--- config.mk ---
export PLATFORM = sky130hd
export DESIGN_NAME = contiguous_free_run_search_unit
export DESIGN_NICKNAME = d
export VERILOG_FILES = /design/src/sv/cfrs_pkg.sv /design/src/sv/cfrs_datapath.sv /design/src/sv/cfrs_ctrl.sv /design/src/sv/contiguous_free_run_search_unit.sv
export SDC_FILE = /design/constraint.sdc
export NUM_CORES = 1
export LEC_CHECK = 0
export BUFFER_PORTS_ARGS = -buffer_cell sky130_fd_sc_hd__buf_2
export CAP_MARGIN = 5
export CORE_UTILIZATION = 41
export CTS_BUF_LIST = sky130_fd_sc_hd__clkbuf_4 sky130_fd_sc_hd__clkbuf_8 sky130_fd_sc_hd__clkbuf_16
export DETAILED_ROUTE_END_ITERATION = 6
export PLACE_DENSITY = 0.67
export SETUP_SLACK_MARGIN = 0.3
export SLEW_MARGIN = 10
export SYNTH_ARGS = -nofsm -noshare
export SYNTH_HDL_FRONTEND = slang
export SYNTH_SLANG_ARGS = --single-unit
export TNS_END_PERCENT = 30
--- constraint.sdc ---
create_clock -name clk -period 13.4 [get_ports clk]
set_input_delay 3.35 -clock clk [delete_from_list [all_inputs] [get_ports clk]]
set_output_delay 3.35 -clock clk [all_outputs]
set_load 0.02 [all_outputs]
--- src/sv/cfrs_pkg.sv ---
// ----------------------------------------------------------------------------
// cfrs_pkg
// shared types and constants for the contiguous free-run search unit
// ----------------------------------------------------------------------------
package cfrs_pkg;

	localparam int SLOT_COUNT_DEF = 256;
	localparam int BASE_LIMIT     = 256;

	typedef enum logic {
		OP_MARK   = 1'b0,
		OP_SEARCH = 1'b1
	} op_t;

	typedef struct packed {
		op_t        op;
		logic [7:0] slot_index;
		logic       slot_used;
		logic [8:0] request_size;
		logic [7:0] start_index;
	} cfrs_in_t;

	typedef struct packed {
		logic       found;
		logic [7:0] base_index;
	} cfrs_out_t;

	typedef enum logic [1:0] {
		ST_CLEAR,
		ST_IDLE,
		ST_SCAN,
		ST_RESP
	} state_t;

	typedef struct packed {
		logic clr_step;
		logic mark_wr;
		logic load;
		logic scan;
		logic res_zero;
		logic res_hit;
	} cfrs_cmd_t;

	typedef struct packed {
		logic clr_last;
		logic bad_req;
		logic hit;
		logic exhausted;
	} cfrs_status_t;

endpackage

--- src/sv/cfrs_datapath.sv ---
// ----------------------------------------------------------------------------
// cfrs_datapath
// slot map memory, scan address counter, run counter and result register
// ----------------------------------------------------------------------------
module cfrs_datapath
	import cfrs_pkg::*;
#(
	parameter int SLOT_COUNT = SLOT_COUNT_DEF
) (
	input  logic         clk,
	input  logic         arst_n,
	input  cfrs_in_t     item,
	input  cfrs_cmd_t    cmd,
	output cfrs_status_t status,
	output cfrs_out_t    result
);

	localparam int AW = (SLOT_COUNT > 1) ? $clog2(SLOT_COUNT) : 1;
	localparam int CW = $clog2(SLOT_COUNT + 1);
	localparam int BW = (CW > 9) ? CW : 9;

	logic            map_mem [SLOT_COUNT];
	logic [CW-1:0]   addr_q;
	logic [8:0]      size_q;
	logic [8:0]      run_q;
	logic            vld_s1;
	logic            used_s1;
	logic [CW-1:0]   pos_s1;
	cfrs_out_t       res_q;

	logic [8:0]      eff_size;
	logic            addr_end;
	logic            rd_en;
	logic            hit;
	logic            wr_en;
	logic [AW-1:0]   wr_addr;
	logic            wr_data;
	logic [BW-1:0]   base_full;
	logic            found_ok;

	assign eff_size = (item.request_size == 9'd0) ? 9'd1 : item.request_size;
	assign addr_end = (addr_q == CW'(SLOT_COUNT));
	assign rd_en    = cmd.scan && !addr_end;
	assign hit      = vld_s1 && !used_s1 && ((run_q + 9'd1) == size_q);

	assign base_full = BW'(pos_s1) - BW'(run_q);
	assign found_ok  = (base_full < BW'(BASE_LIMIT));

	assign wr_en   = cmd.clr_step ||
		(cmd.mark_wr && (BW'(item.slot_index) < BW'(SLOT_COUNT)));
	assign wr_addr = cmd.clr_step ? addr_q[AW-1:0] : AW'(item.slot_index);
	assign wr_data = cmd.clr_step ? 1'b0 : item.slot_used;

	always_comb begin
		status.clr_last  = (addr_q == CW'(SLOT_COUNT - 1));
		status.bad_req   = (BW'(eff_size) > BW'(SLOT_COUNT)) ||
			(BW'(item.start_index) >= BW'(SLOT_COUNT));
		status.hit       = hit;
		status.exhausted = addr_end && !vld_s1;
	end

	// slot map: 1 = used
	always_ff @(posedge clk) begin
		if (wr_en) begin
			map_mem[wr_addr] <= wr_data;
		end
		if (rd_en) begin
			used_s1 <= map_mem[addr_q[AW-1:0]];
		end
	end

	always_ff @(posedge clk or negedge arst_n) begin
		if (!arst_n) begin
			addr_q <= '0;
			vld_s1 <= 1'b0;
			res_q  <= '0;
		end else begin
			if (cmd.clr_step) begin
				addr_q <= addr_q + CW'(1);
			end else if (cmd.load) begin
				addr_q <= CW'(item.start_index);
			end else if (rd_en) begin
				addr_q <= addr_q + CW'(1);
			end
			vld_s1 <= cmd.load ? 1'b0 : rd_en;
			if (cmd.res_zero) begin
				res_q <= '0;
			end else if (cmd.res_hit) begin
				res_q.found      <= found_ok;
				res_q.base_index <= found_ok ? base_full[7:0] : 8'd0;
			end
		end
	end

	always_ff @(posedge clk) begin
		if (rd_en) begin
			pos_s1 <= addr_q;
		end
		if (cmd.load) begin
			size_q <= eff_size;
			run_q  <= 9'd0;
		end else if (vld_s1 && !hit) begin
			run_q <= used_s1 ? 9'd0 : (run_q + 9'd1);
		end
	end

	assign result = res_q;

	a_hit_excl: assert property (@(posedge clk) disable iff (!arst_n)
		!(status.hit && status.exhausted))
		else $error("hit and exhausted together");

	a_run_bound: assert property (@(posedge clk) disable iff (!arst_n)
		cmd.scan |-> (run_q < size_q))
		else $error("run counter reached request size without hit");

	a_pos_range: assert property (@(posedge clk) disable iff (!arst_n)
		vld_s1 |-> (BW'(pos_s1) < BW'(SLOT_COUNT)))
		else $error("read beat outside slot map");

endmodule

--- src/sv/cfrs_ctrl.sv ---
// ----------------------------------------------------------------------------
// cfrs_ctrl
// controller: map clear after reset, item accept, scan and result beat
// ----------------------------------------------------------------------------
module cfrs_ctrl
	import cfrs_pkg::*;
(
	input  logic         clk,
	input  logic         arst_n,
	input  logic         start,
	input  op_t          op,
	input  cfrs_status_t status,
	output cfrs_cmd_t    cmd,
	output logic         busy,
	output logic         done
);

	state_t state_q;
	state_t state_d;

	always_ff @(posedge clk or negedge arst_n) begin
		if (!arst_n) begin
			state_q <= ST_CLEAR;
		end else begin
			state_q <= state_d;
		end
	end

	always_comb begin
		state_d = state_q;
		cmd     = '0;
		case (state_q)
			ST_CLEAR: begin
				cmd.clr_step = 1'b1;
				if (status.clr_last) begin
					state_d = ST_IDLE;
				end
			end
			ST_IDLE: begin
				if (start) begin
					if (op == OP_MARK) begin
						cmd.mark_wr  = 1'b1;
						cmd.res_zero = 1'b1;
						state_d      = ST_RESP;
					end else if (status.bad_req) begin
						cmd.res_zero = 1'b1;
						state_d      = ST_RESP;
					end else begin
						cmd.load = 1'b1;
						state_d  = ST_SCAN;
					end
				end
			end
			ST_SCAN: begin
				cmd.scan = 1'b1;
				if (status.hit) begin
					cmd.res_hit = 1'b1;
					state_d     = ST_RESP;
				end else if (status.exhausted) begin
					cmd.res_zero = 1'b1;
					state_d      = ST_RESP;
				end
			end
			ST_RESP: begin
				state_d = ST_IDLE;
			end
			default: begin
				state_d = ST_IDLE;
			end
		endcase
	end

	assign busy = (state_q != ST_IDLE);
	assign done = (state_q == ST_RESP);

	a_resp_one: assert property (@(posedge clk) disable iff (!arst_n)
		(state_q == ST_RESP) |=> (state_q == ST_IDLE))
		else $error("result beat longer than one cycle");

	a_hit_done: assert property (@(posedge clk) disable iff (!arst_n)
		((state_q == ST_SCAN) && status.hit) |=> done)
		else $error("hit did not produce a result beat");

	a_accept_idle: assert property (@(posedge clk) disable iff (!arst_n)
		(start && !busy) |=> (state_q == ST_RESP || state_q == ST_SCAN))
		else $error("accepted item not taken up");

endmodule

--- src/sv/contiguous_free_run_search_unit.sv ---
// ----------------------------------------------------------------------------
// contiguous_free_run_search_unit
// next-fit search for a run of free slots in a slot map, with slot marking
//
//   channel   signals                 beat taken when
//   --------  ----------------------  --------------------------
//   item      start, busy, item       start && !busy at clk edge
//   result    done, result            done high (one cycle)
//
// after reset the slot map is cleared with busy high
// a mark item goes through accept, then the result beat
// a search is accepted, then scans the map upward from start_index, one map
//   read per cycle from a single read port, then gives the result beat
// a result beat cannot be held off; the next item is taken after it
// ----------------------------------------------------------------------------
module contiguous_free_run_search_unit
	import cfrs_pkg::*;
#(
	parameter int SLOT_COUNT = SLOT_COUNT_DEF
) (
	input  logic      clk,
	input  logic      arst_n,
	input  logic      start,
	input  cfrs_in_t  item,
	output logic      busy,
	output logic      done,
	output cfrs_out_t result
);

	cfrs_cmd_t    cmd;
	cfrs_status_t status;

	cfrs_ctrl u_ctrl (
		.clk    (clk),
		.arst_n (arst_n),
		.start  (start),
		.op     (item.op),
		.status (status),
		.cmd    (cmd),
		.busy   (busy),
		.done   (done)
	);

	cfrs_datapath #(
		.SLOT_COUNT (SLOT_COUNT)
	) u_datapath (
		.clk    (clk),
		.arst_n (arst_n),
		.item   (item),
		.cmd    (cmd),
		.status (status),
		.result (result)
	);

endmodule
==> impl_results.md, run 1 <==
* Synth warnings at 0
* Initial core utilization at 0.418
* LEAKAGE at between 4 and 5 nW
* Syn Nets at around 1100
* GRT Resource Usage Total at 0.191
* Max_slew headroom at 0.286
* Final max-slew violation count at 0
* Post-Synthesis Cell Area at about 14000 sq um
* Final period util at 0.438
* Hold buffers post-CTS at 0
* RSZ-0062 raised after global routing: false
* Root Driver: clkbuf_16
* Num CTS Buffers at 34
* Final setup viols at 0
* Maximum achievable frequency at roughly 170 MHz
* Per-instance average area after synthesis at 12.8 sq um
* Arrival time of data at the critical path endpoint at slightly above 6 ns
* Wirelength, routed at roughly 33 mm
* Most common library cell in the layout ignoring fill and taps: nor2_1
* Outcome: finished with violations
* Die area at 35100 sq um
* Finished Core Util at 0.464
* Horiz. Die Dim at between 150 and 200 um
* Clock sink total at 305
* Number of vias per cell at approximately 5.8
* Placeable Area at between 30000 and 40000 sq um
* First DRT Iteration DRCs at around 1000
* Distinct cell type count after synthesis at 65
* I/O pin count at 41
* Die H at between 150 and 200 um
* Share of flip-flops with an asynchronous set or reset after synthesis at 0.0689
* Routed Antenna Nets at 0
* Htree depth at 2
* Detailed placement HPWL at a little under 20 mm
* Number of nets in the finished design at between 1000 and 1500
* Violations in the final reports: DRC
* Global-route wire length before repair at ~52 mm
* Clock-pin slew of the registers on the worst-case setup and hold paths at ~0.050 ns
* Proportion of layout cells with a drive suffix above 1 at 0.163
* Row cnt at 67
* Via count of the first global-routing pass at 8835
* Max rail drop VDD at 128 uV
* Synth-to-Final Area Change at 11.1%
* Post-CTS resize count at 0
* Min setup slack post-route at between 7 and 8 ns
* Global route overflow at 0
* Most used DFF post-synth: edfxtp_1
* Cell count after synthesis at around 1100
* Global placement routability congestion at between 0.7 and 0.8
* Maximum number of pins on one net before global-route repair at around 110
* Routed length per placed instance at roughly 21 um
* Minimum period implied by the final worst setup slack at 5.87 ns
* Max Root-Sink Buffers at 3
* CTS tree: yes
* Number of remaining DRC errors at 6
* Number of failing hold endpoints at the final stage at 0
* Largest clock skew in the final design at 0.0127 ns
* Sequential cell area fraction in the yosys report at 0.636
* Kind of launch point of the worst setup path: input pin
* Min-delay worst type: flop to flop
* Initial antenna violation count at 1
* Aggregate negative setup slack at 0 ns
* Number of port buffers at 40
* Pre-CTS WS at 7.07 ns
* #FFs+latches synth at between 300 and 400
* Commonest cells after routing, fill and taps aside: nor2_1 (285), edfxtp_1 (275), nand2_1 (71)
* Maxcap violations at 0
* Type of the worst setup path: input pin to flop
* Via Count at between 9000 and 10000
* Transition time at the pin with the least slew margin at ~1.1 ns
* Number of synthesized flops with an enable pin at approximately 280
* Number of search-and-repair iterations in the first detailed-routing pass at 7
* Worst path required time at 13.56 ns
* PwrDens at between 150 and 200 nW/um^2
* Kind of capture point of the worst setup path: flop
* Critical-path maximum fanout at between 100 and 150
* Clock latency on the worst-skew pair at about 0.5 ns
* Post-CTS repair timing setup buffer count at 0
state kept, by name, summed over array words and instances, names as in the netlist:
register	cells
u_ctrl.state_q	2
u_datapath.addr_q	9
u_datapath.map_mem	256
u_datapath.pos_s1	9
u_datapath.result	9
u_datapath.run_q	9
u_datapath.size_q	9
u_datapath.used_s1	1
u_datapath.vld_s1	1
synth_stat cells, types with 5 or more instances:
master,count,share of area
a21o_1,5,0.0027
a21oi_1,28,0.0099
a22o_1,14,0.0087
a22oi_1,17,0.0091
a31oi_1,8,0.0036
a32o_1,7,0.0050
and3_1,5,0.0022
buf_2,12,0.0043
clkbuf_1,62,0.017
dfrtp_1,21,0.037
dfxtp_1,9,0.013
edfxtp_1,275,0.59
ha_1,16,0.014
inv_1,29,0.0077
mux2i_1,9,0.0064
mux4_2,61,0.097
nand2_1,71,0.019
nand2b_1,9,0.0040
nand3_1,14,0.0050
nand4_1,13,0.0058
nor2_1,285,0.076
nor3_1,18,0.0064
o21ai_0,27,0.0096
xnor2_1,10,0.0062
power by group:
| part | internal, mW | switching (mW) | total, mW |
|---|---|---|---|
| sequential | 1.13 | 0.0965 | 1.22 |
| combinational | 0.313 | 0.464 | 0.777 |
| clock | 0.535 | 0.363 | 0.899 |
logic make-up (layout without fill, tap and decap cells):
family                     Yosys count  in the layout  share of synthesized area
and+or+nand+nor                    444            444                      0.135
DFF                                305            305                      0.636
AOI/OAI and AO/OA                  134            134                     0.0654
buffers and inverters              113            140                     0.0338
muxes                               72             72                      0.105
adders and majority gates           17             17                     0.0156
xor gates and xnor gates            14             14                    0.00870
other                                0              2                          0
layout make-up:
cell class / count / area, sq um
antenna: 2 / 5.00
clock buffer: 44 / 943
clock inverter: 16 / 128
fill: 3021 / 18000
inverter: 30 / 113
multi-input combinational: 681 / 4660
sequential: 305 / 8970
tap: 448 / 561
timing repair buffer: 50 / 275
final timing paths:
kind,startpoint,to,slack (ns),depth (start not counted)
worst max-delay path,item[17],u_datapath.map_mem[41],7.53,4
worst min register to register,u_datapath.result[8],u_datapath.result[8],0.49,1
max in group asynchronous,arst_n,u_datapath.addr_q[0],10.24,1
min in group asynchronous,arst_n,u_ctrl.state_q[1],2.80,1
worst min-delay path,u_datapath.result[8],u_datapath.result[8],0.49,1
worst max register to register,u_ctrl.state_q[1],u_datapath.map_mem[41],9.51,6
worst max-delay path, stage by stage:
cell and delay (ns):
buf_2 0.08, nor2b_4 0.82, buf_4 0.80, buf_4 0.87
stage by stage:
| stage | total power [mW] | cells | area (sq um) | hold WS [ns] |
|---|---|---|---|---|
| after floorplan | 1.81 | 1099 | 14100 | 0.423 |
| after global placement | 2.00 | 1514 | 14600 | 0.457 |
| after detailed placement | 2.02 | 1514 | 14600 | 0.485 |
| after CTS | 2.91 | 1574 | 15600 | 0.498 |
| after global routing | 3.03 | 1574 | 15600 | 0.515 |
| final | 2.90 | 1576 | 15700 | 0.492 |
metal layers:
layer / track usage / wire length, um
met1: 0.255 / 13500
met2: 0.324 / 16400
met3: 0.0289 / 2680
met4: 0.0560 / 874
met5: 0 / 0
(Power assumes the default switching activity.)
==> inputs of run 2 (changes only) <==
--- a/config.mk
+++ b/config.mk
@@ -5,6 +5,7 @@
 export SDC_FILE = /design/constraint.sdc
 export NUM_CORES = 1
 export LEC_CHECK = 0
+export ABC_AREA = 1
 export BUFFER_PORTS_ARGS = -buffer_cell sky130_fd_sc_hd__buf_2
 export CAP_MARGIN = 5
 export CORE_UTILIZATION = 41
==> constraint.sdc (replaced) <==
create_clock -name clk -period 5.41 [get_ports clk]
set_input_delay 1.3525 -clock clk [delete_from_list [all_inputs] [get_ports clk]]
set_output_delay 1.3525 -clock clk [all_outputs]
set_load 0.02 [all_outputs]
==> impl_results.md, run 2 <==
* Xor/xnor cell area share of the yosys netlist at 0.00689
* Via Count at around 12000
* Routed Antenna Nets at 0
* Flip-flop count of the largest register after layout at ~260
* ANT cells at 0
* Complex-gate fraction of the synthesized area at 0.0360
* Cell with the most instances after synthesis: nand2_1
* Kind of capture point of the worst setup path: flop
* Cells after DPL at roughly 2200
* Aggregate negative setup slack at 0 ns
* Final max-slew violation count at 0
* Type of the worst setup path: flop to flop
* Distinct cell type count after synthesis at 42
* Global-route wire length before repair at ~60 mm
* Via count of the first global-routing pass at 11100
* Syn Nets at 1799
* Critical-path maximum fanout at 18
* Global placement routability congestion at 0.909
* Post-CTS repair timing setup buffer count at 0
* Die H at just under 200 um
* Kind of launch point of the worst setup path: flop
* Max Root-Sink Buffers at 3
* Number of synthesized flops with an enable pin at roughly 280
* Register with the most flip-flops: u_datapath.map_mem
* I/O pin count at 41
* Per-instance average area after synthesis at 8.71 sq um
* Critical-path cell with the highest stage delay: nand3_1
* Maxcap violations at 0
* Htree depth at 1
* Number of remaining DRC errors at 0
* Clock latency on the worst-skew pair at ~0.57 ns
* Post-synthesis cell type with the largest combined area: edfxtp_1
* Most common library cell in the layout ignoring fill and taps: nand2_1
* Maximum achievable frequency at around 270 MHz
* RSZ-0062 raised after global routing: false
* Worst stage delay on the critical path at 0.77 ns
* PwrDens at 281 nW/um^2
* Post-CTS resize count at 0
* Synth-to-Final Area Change at 9.39%
* Row cnt at 70
* Die area at approximately 38000 sq um
* Largest family of logic cells by synthesized area: simple AND/OR/NAND/NOR gates
* Most prevalent standard cell on the critical path: inv_1
* Share of flip-flops with an asynchronous set or reset after synthesis at 0.0689
* Wirelength, routed at roughly 38 mm
* First DRT Iteration DRCs at between 1000 and 1500
* Number of port buffers at 40
* Clock-pin slew of the registers on the worst-case setup and hold paths at around 0.060 ns
* Initial core utilization at 0.417
* Min-delay worst type: flop to flop
* Post-Synthesis Cell Area at around 15000 sq um
* Initial antenna violation count at 0
* Placeable Area at between 30000 and 40000 sq um
* Post-route insts no fill at between 2000 and 2500
* LEAKAGE at between 6 and 7 nW
* Synth warnings at 0
* Arrival time of data at the critical path endpoint at a little under 4 ns
* Commonest cells after routing, fill and taps aside: nand2_1 (466), nor2_1 (374), edfxtp_1 (275)
* Minimum period implied by the final worst setup slack at ~3.6 ns
* Detailed placement HPWL at approximately 22 mm
* Most used DFF post-synth: edfxtp_1
* Clock sink total at about 300
* CTS tree: yes
* Proportion of layout cells with a drive suffix above 1 at 0.0766
* Maximum number of pins on one net before global-route repair at ~260
* Top cells by area, synth: edfxtp_1 (54%), nand2_1 (11%), nor2_1 (9.2%)
* Multiplexer share of the synthesized area at 0
* Worst path required time at roughly 5.7 ns
* Outcome: completed
* Number of nets in the finished design at about 1800
* Max_slew headroom at 0.278
* Number of vias per cell at 5.24
* Routed length per placed instance at between 15 and 20 um
* Final setup viols at 0
* Max rail drop VDD at 271 uV
* Global route overflow at 0
* Largest clock skew in the final design at between 0.01 and 0.015 ns
* Fraction of synthesized cell area taken by the top area cell type at 0.541
* #FFs+latches synth at slightly above 300
* Cell count after synthesis at around 1800
* GRT Resource Usage Total at 0.203
* Num CTS Buffers at 30
* Post-synthesis simple-gate area fraction at 0.286
* Transition time at the pin with the least slew margin at between 1 and 1.5 ns
* Final period util at 0.674
* Most numerous cell types in the synthesized netlist: nand2_1 (466), nor2_1 (375), edfxtp_1 (275)
* Horiz. Die Dim at between 150 and 200 um
* Fraction of the mapped netlist area in adder cells at 0.0144
* Sequential cell area fraction in the yosys report at 0.587
* Number of search-and-repair iterations in the first detailed-routing pass at 5
* Root Driver: clkbuf_16
* Chain of cells forming the critical path: inv_1 > ha_1 > inv_2 > o21ai_0 > inv_1 > nor3_2 > nand3_1 > nor2_1
* Hold buffers post-CTS at 0
* Number of failing hold endpoints at the final stage at 0
==> run 2: changes by cell type after synthesis, sizes merged, moves of 14 or more <==
cell	before	now
a22o	14	0
nand3	16	180
nor2	285	382
inv	30	156
a22oi	17	0
buf	21	48
nand2	72	468
mux4	61	0
o21ai	28	61
==> run 2: power breakdown <==
part / switching, mW / internal [mW]
logic: 0.0116 / 0.00826
clock network: 0.875 / 1.27
registers: 0 / 2.53
==> run 2: worst paths after layout <==
kind	start	to	slack, ns	cells after the start
worst max-delay path	u_ctrl.state_q[0]	u_datapath.map_mem[110]	1.77	8
worst min-delay path	u_datapath.result[0]	u_datapath.result[0]	0.50	2
worst max register to register	u_ctrl.state_q[0]	u_datapath.map_mem[110]	1.77	8
worst min register to register	u_datapath.result[0]	u_datapath.result[0]	0.50	2
max in group asynchronous	arst_n	u_datapath.addr_q[0]	4.30	1
min in group asynchronous	arst_n	u_datapath.addr_q[3]	0.74	1
==> run 2: final cells by class <==
class / instances / area [sq um]
fillers: 3522 / 19900
flip-flops and latches: 305 / 8970
multi-input cells: 1186 / 5250
clock buffers: 37 / 827
inverters: 158 / 594
well taps: 468 / 586
repair buffers: 49 / 293
clock inverters: 15 / 179
==> run 2: layer usage <==
layer  track usage  wire [um]
met1         0.275      16700
met2         0.342      17900
met3        0.0279       2630
met4        0.0528        886
met5             0          0
==> run 2: critical path, delay by kind of cell (launching register included) <==
kind                     cells  cell delay [ns]
AO/OA/AOI/OAI                1             0.20
adder cells (fa/ha/maj)      1             0.73
buffers and inverters        3             0.55
flip-flops                   1             0.42
AND/OR/NAND/NOR              3             1.40
==> run 2: cell families (layout without fill, tap and decap cells) <==
| family | after synthesis | count (layout) |
|---|---|---|
| AO/OA/AOI/OAI | 101 | 101 |
| AND/OR/NAND/NOR | 1056 | 1056 |
| buffers and inverters | 261 | 259 |
| adder cells (fa/ha/maj) | 17 | 17 |
| flip-flops | 305 | 305 |
| XOR/XNOR | 12 | 12 |
==> run 2: through the flow <==
stage,util,area [sq um],worst slack (ns),hold WS (ns),power [mW]
floorplan,-,15300,1.36,0.423,2.58
global route,0.456,16700,1.58,0.526,4.81
finish,0.456,16700,1.77,0.501,4.69
detailed placement,0.429,15700,1.47,0.485,2.60
CTS,0.456,16700,1.75,0.505,4.73
global placement,0.429,15700,1.64,0.486,2.60
==> inputs of run 3 (changes only) <==
--- a/config.mk
+++ b/config.mk
@@ -11,7 +11,7 @@
 export CORE_UTILIZATION = 41
 export CTS_BUF_LIST = sky130_fd_sc_hd__clkbuf_4 sky130_fd_sc_hd__clkbuf_8 sky130_fd_sc_hd__clkbuf_16
 export DETAILED_ROUTE_END_ITERATION = 6
-export PLACE_DENSITY = 0.67
+export PLACE_DENSITY = 0.69
 export SETUP_SLACK_MARGIN = 0.3
 export SLEW_MARGIN = 10
 export SYNTH_ARGS = -nofsm -noshare
==> constraint.sdc (replaced) <==
create_clock -name clk -period 3.31 [get_ports clk]
set_input_delay 0.8275 -clock clk [delete_from_list [all_inputs] [get_ports clk]]
set_output_delay 0.8275 -clock clk [all_outputs]
set_load 0.02 [all_outputs]
==> impl_results.md, run 3 (synthesis gave the netlist of run 2 again) <==
* Clock-pin slew of the registers on the worst-case setup and hold paths at about 0.060 ns
* Critical-path maximum fanout at 18
* First DRT Iteration DRCs at 1345
* Post-CTS repair timing setup buffer count at 0
* Reg2reg path depth at 9
* Hold buffers post-CTS at 0
* Fillers at about 3500
* Post-CTS resize count at 0
* Global placement routability congestion at ~0.95
* Row cnt at 70
* Worst path required time at roughly 3.5 ns
* Max rail drop VDD at just over 300 uV
* Routed length per placed instance at ~17 um
* Final setup viols at 0
* Proportion of layout cells with a drive suffix above 1 at 0.0968
* I/O pin count at between 40 and 50
* Type of the worst setup path: flop to flop
* Initial antenna violation count at 1
* Final max-slew violation count at 0
* Worst R2R End: u_datapath.map_mem[97]
* Arrival time of data at the critical path endpoint at roughly 2.9 ns
* Source of the worst register-to-register timing path: u_ctrl.state_q[0]
* Min-delay worst type: input pin to asynchronous set/reset pin
* Maximum number of pins on one net before global-route repair at 155
* Clock latency on the worst-skew pair at 0.53 ns
* Kind of capture point of the worst setup path: flop
* Pre-CTS WS at 0.623 ns
* Root Driver: clkbuf_16
* Htree depth at 2
* Placeable Area at between 30000 and 40000 sq um
* Number of remaining DRC errors at 0
* Reg2reg setup slack at a little over 0.6 ns
* Horiz. Die Dim at between 150 and 200 um
* Num CTS Buffers at 34
* Critical-path cell with the highest stage delay: ha_2
* Synth-to-Final Area Change at 11.4%
* Largest clock skew in the final design at about 0.02 ns
* Finished Core Util at 0.464
* Initial core utilization at 0.417
* Outcome: completed
* Die area at about 38000 sq um
* Detailed placement HPWL at between 20 and 25 mm
* Via Count at between 10000 and 15000
* Worst stage delay on the critical path at 0.45 ns
* Most common library cell in the layout ignoring fill and taps: nand2_1
* Transition time at the pin with the least slew margin at between 0.6 and 0.7 ns
* Clock sink total at just over 300
* Max_slew headroom at 0.565
* Register area at ~9000 sq um
* Maxcap violations at 0
* Multi-input combinational cell area at 5250 sq um
* Global-route wire length before repair at roughly 62 mm
* Wirelength, routed at between 30 and 40 mm
* Number of nets in the finished design at around 1800
* Minimum period implied by the final worst setup slack at ~2.7 ns
* LEAKAGE at ~7 nW
* Chain of cells forming the critical path: inv_1 > ha_2 > nor2_1 > nor2_4 > inv_2 > nor3_4 > nand3_2 > buf_4 > nor2_1
* GRT Resource Usage Total at 0.209
* Smallest hold slack at approximately 0.29 ns
* Most prevalent standard cell on the critical path: nor2_1
* Cells after DPL at around 2200
* Global route overflow at 0
* Maximum achievable frequency at 371 MHz
* CTS tree: yes
* Flip-flop count of the largest register after layout at roughly 260
* Register with the most flip-flops: u_datapath.map_mem
* Number of search-and-repair iterations in the first detailed-routing pass at 6
* RSZ-0062 raised after global routing: false
* Number of port buffers at 40
* Final period util at 0.814
* Routed Antenna Nets at 0
* Number of vias per cell at about 5.3
* Kind of launch point of the worst setup path: flop
* Die H at about 190 um
* Via count of the first global-routing pass at ~11000
* Min setup slack post-route at 0.617 ns
* PwrDens at about 460 nW/um^2
* Number of failing hold endpoints at the final stage at 0
* Commonest cells after routing, fill and taps aside: nand2_1 (466), nor2_1 (374), edfxtp_1 (275)
* Final Instance Area at roughly 17000 sq um
* Post-route insts no fill at between 2000 and 2500
* Area post-placement at roughly 16000 sq um
* Max Root-Sink Buffers at 3
-- run 3: changes by cell type in the layout (fill, tap and decap cells not counted), sizes merged --
| cell | before | now |
|---|---|---|
| buf | 49 | 79 |
| clkbuf | 37 | 44 |
| clkinv | 11 | 15 |
| bufinv | 4 | 1 |
| clkinvlp | 3 | 0 |
| inv | 155 | 157 |
| diode | 0 | 1 |
-- run 3: worst max path at each step --
stage | cells after the start | slack (ns) | endpoint | startpoint
floorplan | 5 | -0.21 | u_datapath.map_mem[0] | u_ctrl.state_q[1]
global placement | 7 | 0.64 | u_datapath.map_mem[195] | start
detailed placement | 8 | 0.62 | u_datapath.map_mem[227] | u_ctrl.state_q[0]
CTS | 8 | 0.61 | u_datapath.map_mem[227] | u_ctrl.state_q[0]
global route | 9 | 0.42 | u_datapath.map_mem[198] | u_ctrl.state_q[0]
finish | 9 | 0.62 | u_datapath.map_mem[97] | u_ctrl.state_q[0]
-- run 3: per-stage QoR --
stage	setup TNS (ns)	power, mW
global placement	0	4.25
detailed placement	0	4.25
global route	0	7.97
CTS	0	7.83
finish	0	7.78
floorplan	-54.16	4.22
-- run 3: critical path, delay by kind of cell, from the launching register on --
family	cells	cell delay, ns
buf+inv	3	0.50
fa+ha+maj	1	0.45
simple gates	5	1.03
flops	1	0.41
-- run 3: layout make-up --
| cell class | instances | area share |
|---|---|---|
| clock inverters | 15 | 0.00655 |
| well taps | 468 | 0.0344 |
| inverters | 158 | 0.0351 |
| multi-input cells | 1186 | 0.309 |
| repair buffers | 79 | 0.0319 |
| flip-flops and latches | 305 | 0.528 |
| clock buffers | 44 | 0.0555 |
| diodes | 1 | 0.000147 |
-- run 3: where the power goes --
part / total (mW) / internal, mW / switching [mW]
Combinational: 0.0353 / 0.0137 / 0.0215
Clock: 3.60 / 2.10 / 1.50
Sequential: 4.14 / 4.14 / 0
-- run 3: metal layers --
metal  routed length [um]  vias to the layer above  global-route usage  share of wire
met3                 3420                       77              0.0352          0.087
met1                16100                     5706               0.275           0.41
met2                18500                      476               0.346           0.47
met5                    0                        -                   0              0
met4                 1160                        0              0.0749          0.030
li1                     -                     5688                   -              -
